File: config.mk
export PLATFORM = sky130hd
export DESIGN_NAME = mono_glyph_outline_top
export DESIGN_NICKNAME = d
export VERILOG_FILES = /design/src/hdl/mgo_pkg.sv /design/src/hdl/mgo_classify.sv /design/src/hdl/mono_glyph_outline_top.sv
export SDC_FILE = /design/constraint.sdc
export NUM_CORES = 1
export LEC_CHECK = 0
export BUFFER_PORTS_ARGS = -buffer_cell sky130_fd_sc_hd__buf_4
export CORE_UTILIZATION = 60
export DETAILED_ROUTE_END_ITERATION = 12
export HOLD_SLACK_MARGIN = 0.06
export PLACE_DENSITY_LB_ADDON = 0.1
export REMOVE_ABC_BUFFERS = 1
export SYNTH_ARGS = -nofsm -noshare
export SYNTH_HDL_FRONTEND = slang
export SYNTH_SLANG_ARGS = --single-unit
File: constraint.sdc
create_clock -name i_clk -period 3.95 [get_ports i_clk]
set_input_delay 0.1975 -clock i_clk [delete_from_list [all_inputs] [get_ports i_clk]]
set_output_delay 0.1975 -clock i_clk [all_outputs]
set_load 0.01 [all_outputs]
File: src/hdl/mgo_pkg.sv
// Types and constants for the mono_glyph_outline block.
// No dependencies.
package mgo_pkg;

    localparam int ROW_BITS = 32;
    localparam int CLS_BITS = 2;
    localparam int CLS_WORD = ROW_BITS * CLS_BITS;

    typedef enum logic [CLS_BITS-1:0] {
        PIX_CLEAR   = 2'd0,
        PIX_OUTLINE = 2'd1,
        PIX_GLYPH   = 2'd2
    } t_pix_class;

    typedef struct packed {
        logic [CLS_WORD-1:0] classes;
        logic                frame_end;
    } t_result;

endpackage

File: src/hdl/mgo_classify.sv
// Per-pixel four-neighbour classifier for one row of the glyph.
// Depends on mgo_pkg.
module mgo_classify import mgo_pkg::*; (
    input  logic [ROW_BITS-1:0] i_up,
    input  logic [ROW_BITS-1:0] i_cur,
    input  logic [ROW_BITS-1:0] i_down,
    input  logic [ROW_BITS-1:0] i_mask,
    output logic [CLS_WORD-1:0] o_classes
);

    logic [ROW_BITS-1:0] cur_m;
    logic [ROW_BITS-1:0] edge_bits;

    assign cur_m     = i_cur & i_mask;
    // shifted-in zeros stand for the frame edge
    assign edge_bits = ((cur_m << 1) | (cur_m >> 1) | (i_up & i_mask) | (i_down & i_mask))
                       & i_mask & ~cur_m;

    always_comb begin
        for (int i = 0; i < ROW_BITS; i++) begin
            if (cur_m[i]) begin
                o_classes[i*CLS_BITS +: CLS_BITS] = PIX_GLYPH;
            end else if (edge_bits[i]) begin
                o_classes[i*CLS_BITS +: CLS_BITS] = PIX_OUTLINE;
            end else begin
                o_classes[i*CLS_BITS +: CLS_BITS] = PIX_CLEAR;
            end
        end
    end

endmodule

File: src/hdl/mono_glyph_outline_top.sv
// Top level of mono_glyph_outline: row registers, classifier pair, result queue.
// Depends on mgo_pkg and mgo_classify.
//
// Usage:
//   Slave stream: s_axis_tdata carries one image row (bit i = column i), s_axis_tlast
//   marks the final row of a frame. Master stream: m_axis_tdata carries two class
//   bits per column, m_axis_tlast marks the final result row of the frame.
//   Config channel: i_cfg_valid/o_cfg_ready write the row width; write it while idle.
//   A transferred row is registered and classified in the next cycle; the results
//   it releases are written into the result queue and shown from then on.
//   Throughput: one row per cycle while the queue has room, set by the single classify
//   pass between the input register and the four-entry result queue. A frame yields one
//   result per row, as a last row after a held row yields two results; the queue's free
//   space gates s_axis_tready.
//   Reset (synchronous, active low) empties the queue and row state and sets the
//   width to 32. A stalled receiver holds m_axis_tdata/tlast steady; the input keeps
//   being taken until the queue cannot take a further row's results.
module mono_glyph_outline_top import mgo_pkg::*; #(
    parameter int MAX_WIDTH = 32
) (
    input  logic                i_clk,
    input  logic                i_rst_n,
    input  logic                i_cfg_valid,
    output logic                o_cfg_ready,
    input  logic [5:0]          i_cfg_data,     // row_width
    input  logic                s_axis_tvalid,
    output logic                s_axis_tready,
    input  logic [ROW_BITS-1:0] s_axis_tdata,   // [31:0] row_bits
    input  logic                s_axis_tlast,   // last_row
    output logic                m_axis_tvalid,
    input  logic                m_axis_tready,
    output logic [CLS_WORD-1:0] m_axis_tdata,   // [63:0] pixel_classes
    output logic                m_axis_tlast    // frame_end
);

    localparam int         QDEPTH = 4;
    localparam int         QPTR_W = $clog2(QDEPTH);
    localparam int         QCNT_W = $clog2(QDEPTH + 3);
    localparam logic [5:0] W_CAP  = 6'(MAX_WIDTH);

    logic [5:0]          r_width;
    logic                r_in_valid;
    logic [ROW_BITS-1:0] r_in_row;
    logic                r_in_last;
    logic [ROW_BITS-1:0] r_above, n_above;
    logic [ROW_BITS-1:0] r_held, n_held;
    logic                r_held_valid, n_held_valid;

    t_result             r_queue [QDEPTH];
    logic [QPTR_W-1:0]   r_wr_ptr, r_rd_ptr;
    logic [QCNT_W-1:0]   r_count, n_count;

    logic [5:0]          w_eff;
    logic [ROW_BITS-1:0] mask;
    logic [ROW_BITS-1:0] row_m;
    logic [ROW_BITS-1:0] above_b;
    logic [CLS_WORD-1:0] cls_a, cls_b;
    logic [QCNT_W-1:0]   n_push;
    logic [QCNT_W-1:0]   pending;
    t_result             ent0, ent1;
    logic                s_xfer, m_xfer;

    assign w_eff = (r_width > W_CAP) ? W_CAP : r_width;

    always_comb begin
        for (int i = 0; i < ROW_BITS; i++) begin
            mask[i] = (6'(i) < w_eff);
        end
    end

    assign row_m   = r_in_row & mask;
    assign above_b = r_held_valid ? r_held : '0;

    // held row against the incoming row below it
    mgo_classify u_cls_held (
        .i_up      (r_above),
        .i_cur     (r_held),
        .i_down    (row_m),
        .i_mask    (mask),
        .o_classes (cls_a)
    );

    // incoming row as the frame's bottom row
    mgo_classify u_cls_last (
        .i_up      (above_b),
        .i_cur     (row_m),
        .i_down    ('0),
        .i_mask    (mask),
        .o_classes (cls_b)
    );

    always_comb begin
        n_push       = '0;
        n_above      = r_above;
        n_held       = r_held;
        n_held_valid = r_held_valid;
        ent0         = '{classes: cls_b, frame_end: 1'b1};
        ent1         = '{classes: cls_b, frame_end: 1'b1};
        if (r_in_valid) begin
            n_push = QCNT_W'(r_held_valid) + QCNT_W'(r_in_last);
            if (r_held_valid) begin
                ent0 = '{classes: cls_a, frame_end: 1'b0};
            end
            if (r_in_last) begin
                n_above      = '0;
                n_held       = '0;
                n_held_valid = 1'b0;
            end else begin
                n_above      = above_b;
                n_held       = row_m;
                n_held_valid = 1'b1;
            end
        end
    end

    assign pending       = r_in_valid ? n_push : '0;
    assign s_axis_tready = (r_count + pending) <= QCNT_W'(QDEPTH - 2);
    assign s_xfer        = s_axis_tvalid & s_axis_tready;
    assign m_axis_tvalid = (r_count != '0);
    assign m_xfer        = m_axis_tvalid & m_axis_tready;
    assign m_axis_tdata  = r_queue[r_rd_ptr].classes;
    assign m_axis_tlast  = r_queue[r_rd_ptr].frame_end;
    assign o_cfg_ready   = 1'b1;
    assign n_count       = r_count + n_push - QCNT_W'(m_xfer);

    always_ff @(posedge i_clk) begin
        if (!i_rst_n) begin
            r_width      <= 6'd32;
            r_in_valid   <= 1'b0;
            r_above      <= '0;
            r_held       <= '0;
            r_held_valid <= 1'b0;
            r_wr_ptr     <= '0;
            r_rd_ptr     <= '0;
            r_count      <= '0;
        end else begin
            if (i_cfg_valid) begin
                r_width <= i_cfg_data;
            end
            r_in_valid   <= s_xfer;
            r_above      <= n_above;
            r_held       <= n_held;
            r_held_valid <= n_held_valid;
            r_wr_ptr     <= r_wr_ptr + QPTR_W'(n_push);
            r_count      <= n_count;
            if (m_xfer) begin
                r_rd_ptr <= r_rd_ptr + QPTR_W'(1);
            end
        end
    end

    always_ff @(posedge i_clk) begin
        if (s_xfer) begin
            r_in_row  <= s_axis_tdata;
            r_in_last <= s_axis_tlast;
        end
        if (n_push != '0) begin
            r_queue[r_wr_ptr] <= ent0;
        end
        if (n_push == QCNT_W'(2)) begin
            r_queue[r_wr_ptr + QPTR_W'(1)] <= ent1;
        end
    end

endmodule

==> summary.txt <==
Status -> completed
Pwr Density -> 530 nW/um2
Total I/O pin count -> 112
Post-DR wirelength/cell -> 28.1 um
Sequential fraction of the synthesis area -> 0.566
Skew-Pair Late Insertion Delay -> 540 ps
RePlAce Congestion -> 0.886
CP top delay family -> simple AND/OR/NAND/NOR gates
CP bufs+invs -> 1
Synthesized cell area -> 18300 um2
Seq. cell area -> 10400 um2
Worst slew pin tran -> 1170 ps
CTS tree -> done
Largest net degree at the start of global routing -> 81
VDD IR max -> 408 uV
Routed wire length -> 58700 um
Clock transition at path regs -> 60 ps
Num CTS Buffers -> 39
Final hold violation count -> 0
WS Path Type -> reg -> reg
Relative slew margins -> 0.222
Crit path time final -> 3250 ps
Crit-path max FO -> 11
First-pass GRT wire length -> 87900 um
Nets -> 1719
P_leak -> 7.35 nW
Hold_ws -> 213 ps
Cell variety after synth -> 74
Core area -> 29900 um2
Pre-CTS WS -> 898 ps
F_max -> 0.308 GHz
CP peak stage delay -> 800 ps
Ys flop type -> edfxtp_1
Sw frac -> 0.294
Die Width -> 177 um
1st-pass router iterations -> 9
Share of cells above drive strength 1 -> 0.198
CTS Buffer Depth -> 3
CP startpoint kind -> register
Setup ws final -> 699 ps
Grt ovf -> 0
Sw Pwr -> 0.00334 W
Antenna diodes -> 0
Logic pwr share -> 0.226
FFs w/ async S/R, synth -> 0
Cell internal pwr -> 0.00803 W
Iter 0 DRT Violations -> 2096
WP data required -> 4330 ps
Final period util -> 0.823
EDFF count, synth -> 289
Footprint of the multi-input gates -> 7250 um2
Final setup viols -> 0
Seq pwr share -> 0.431
Yosys Warn Count -> 0
Clock Skew -> 12.5 ps
Max Cap Viol -> 0
FP Rows -> 63
Mapped Cells -> 1562
Die H -> 177 um
Total die area -> 31300 um2
Vias in the first global route -> 14657
Port Buffers -> 110
RSZ-0062 raised after global routing -> no
Clock Sinks -> 374
Area grow syn2layout -> 16.9%
Total GRT Usage -> 0.379
H-tree depth -> 2
Clock power frac -> 0.343
HP Class -> in -> reg
Via density -> 7.14
Crit. End Element -> register
Synth Register Bits -> 374
CP max-delay cell -> nor2_2
Final Max Slew Viols -> 0
Crit-path cells -> ha_1 -> o21a_1 -> nand2_1 -> nor2_2 -> buf_4 -> a22oi_1 -> nor2_1
Antenna violations before repair -> 0
FILL cells -> 2058
Post-route ant nets -> 0
Initial Util -> 0.614
Avg Synthesized Cell Area -> 11.7 um2
Routed vias -> 14901
Crit path DAT -> 3630 ps
CTS root buf -> clkbuf_16
Post-DP HPWL -> 35000 um
Post-route DRC -> 0
cell usage after synthesis (39+ instances only):
cell type  instances  area (um2)
dfxtp_1           85        1700
nand2_1           82         308
a21oi_1           39         195
a22oi_1           87         653
clkbuf_1          98         368
edfxtp_1         289        8680
o21ai_0           73         365
mux4_2            65        1460
o22ai_1          164        1030
nor2_1           136         510
nor2b_1           76         475
inv_1             39         146
and2_1            49         307
cells by family after synthesis:
logic type	Yosys count	synth area share
fa+ha+maj	8	0.00628
flops	374	0.566
xor+xnor	7	0.00334
simple gates	408	0.109
other cells	1	0.000204
compound gates	505	0.190
mux	72	0.0836
buf+inv	187	0.0420
layer usage:
layer | global-route usage | wire [um] | vias up
met5 | 0 | 0 | -
met4 | 0.201 | 3230 | 0
met3 | 0.0859 | 7260 | 278
met2 | 0.588 | 26700 | 1189
met1 | 0.500 | 21500 | 7163
li1 | - | - | 6271
through the flow:
| stage | utilization | area, um2 | power, W | TNS [ps] | std cells |
|---|---|---|---|---|---|
| 5_1_grt | 0.717 | 21400 | 0.0117 | 0 | 2088 |
| 6_report | 0.717 | 21400 | 0.0114 | 0 | 2088 |
| 3_3_place_gp | 0.656 | 19600 | 0.00740 | 0 | 1970 |
| 2_1_floorplan | - | 17700 | 0.00634 | -117160 | 1414 |
| 4_1_cts | 0.717 | 21400 | 0.0113 | 0 | 2088 |
| 3_5_place_dp | 0.656 | 19600 | 0.00744 | 0 | 1970 |
path summary, 6_finish.rpt:
kind	from	endpoint	slack, ps	depth (start not counted)
max	r_in_last	r_queue[2][50]	700	7
min	m_axis_tready	register	210	4
max reg2reg	r_in_last	r_queue[2][50]	700	7
min reg2reg	r_queue[0][0]	r_queue[0][0]	520	2
tightest hold or removal path, cell delays in order:
cell    delay (ps)
buf_4           80
and2_1         180
xor2_1         100
and2_1         150
layout make-up:
| class | count | area share |
|---|---|---|
| clock buffer | 52 | 0.0521 |
| clock inverter | 20 | 0.0114 |
| inverter | 39 | 0.00683 |
| multi-input combinational | 1001 | 0.338 |
| sequential | 374 | 0.485 |
| tap | 390 | 0.0228 |
| timing repair buffer | 212 | 0.0837 |
state kept, by name (all words and copies together), names as in the netlist, named ones only:
name and count:
r_in_valid 1, r_wr_ptr 2, r_in_last 1, r_count 3, r_width 6, r_above 32, r_rd_ptr 2, r_held 32
r_held_valid 1, r_in_row 32, r_queue 260
layout by cell type (no fill, tap or decap), drive strengths merged, types with 10 or more instances in the layout:
cell           n
edfxtp       289
buf          166
o22ai        164
nor2         140
a22oi         87
o21ai         87
dfxtp         85
nand2         82
nor2b         76
mux4          65
clkbuf        52
and2          49
dlygate4sd3   46
inv           40
a21oi         40
a311o         30
o21bai        24
nor3          17
nand3         13
clkinv        12
o31ai         10
power groups by stage:
stage                     Combinational [W]  Sequential (W)  Clock [W]
after floorplan                     0.00143         0.00491          0
after global placement              0.00244         0.00496          0
after detailed placement            0.00247         0.00497          0
after CTS                           0.00253         0.00489    0.00389
after global routing                0.00272         0.00493    0.00405
final                               0.00257         0.00490    0.00390
repair_timing:
action / in CTS / in global routing
resized for setup: 0 / 0
buffers inserted: 0 / 0
hold buffers: 46 / 0
hold endpoints to repair: 41 / 0
Note: power is estimated with default switching activity, not from simulation.
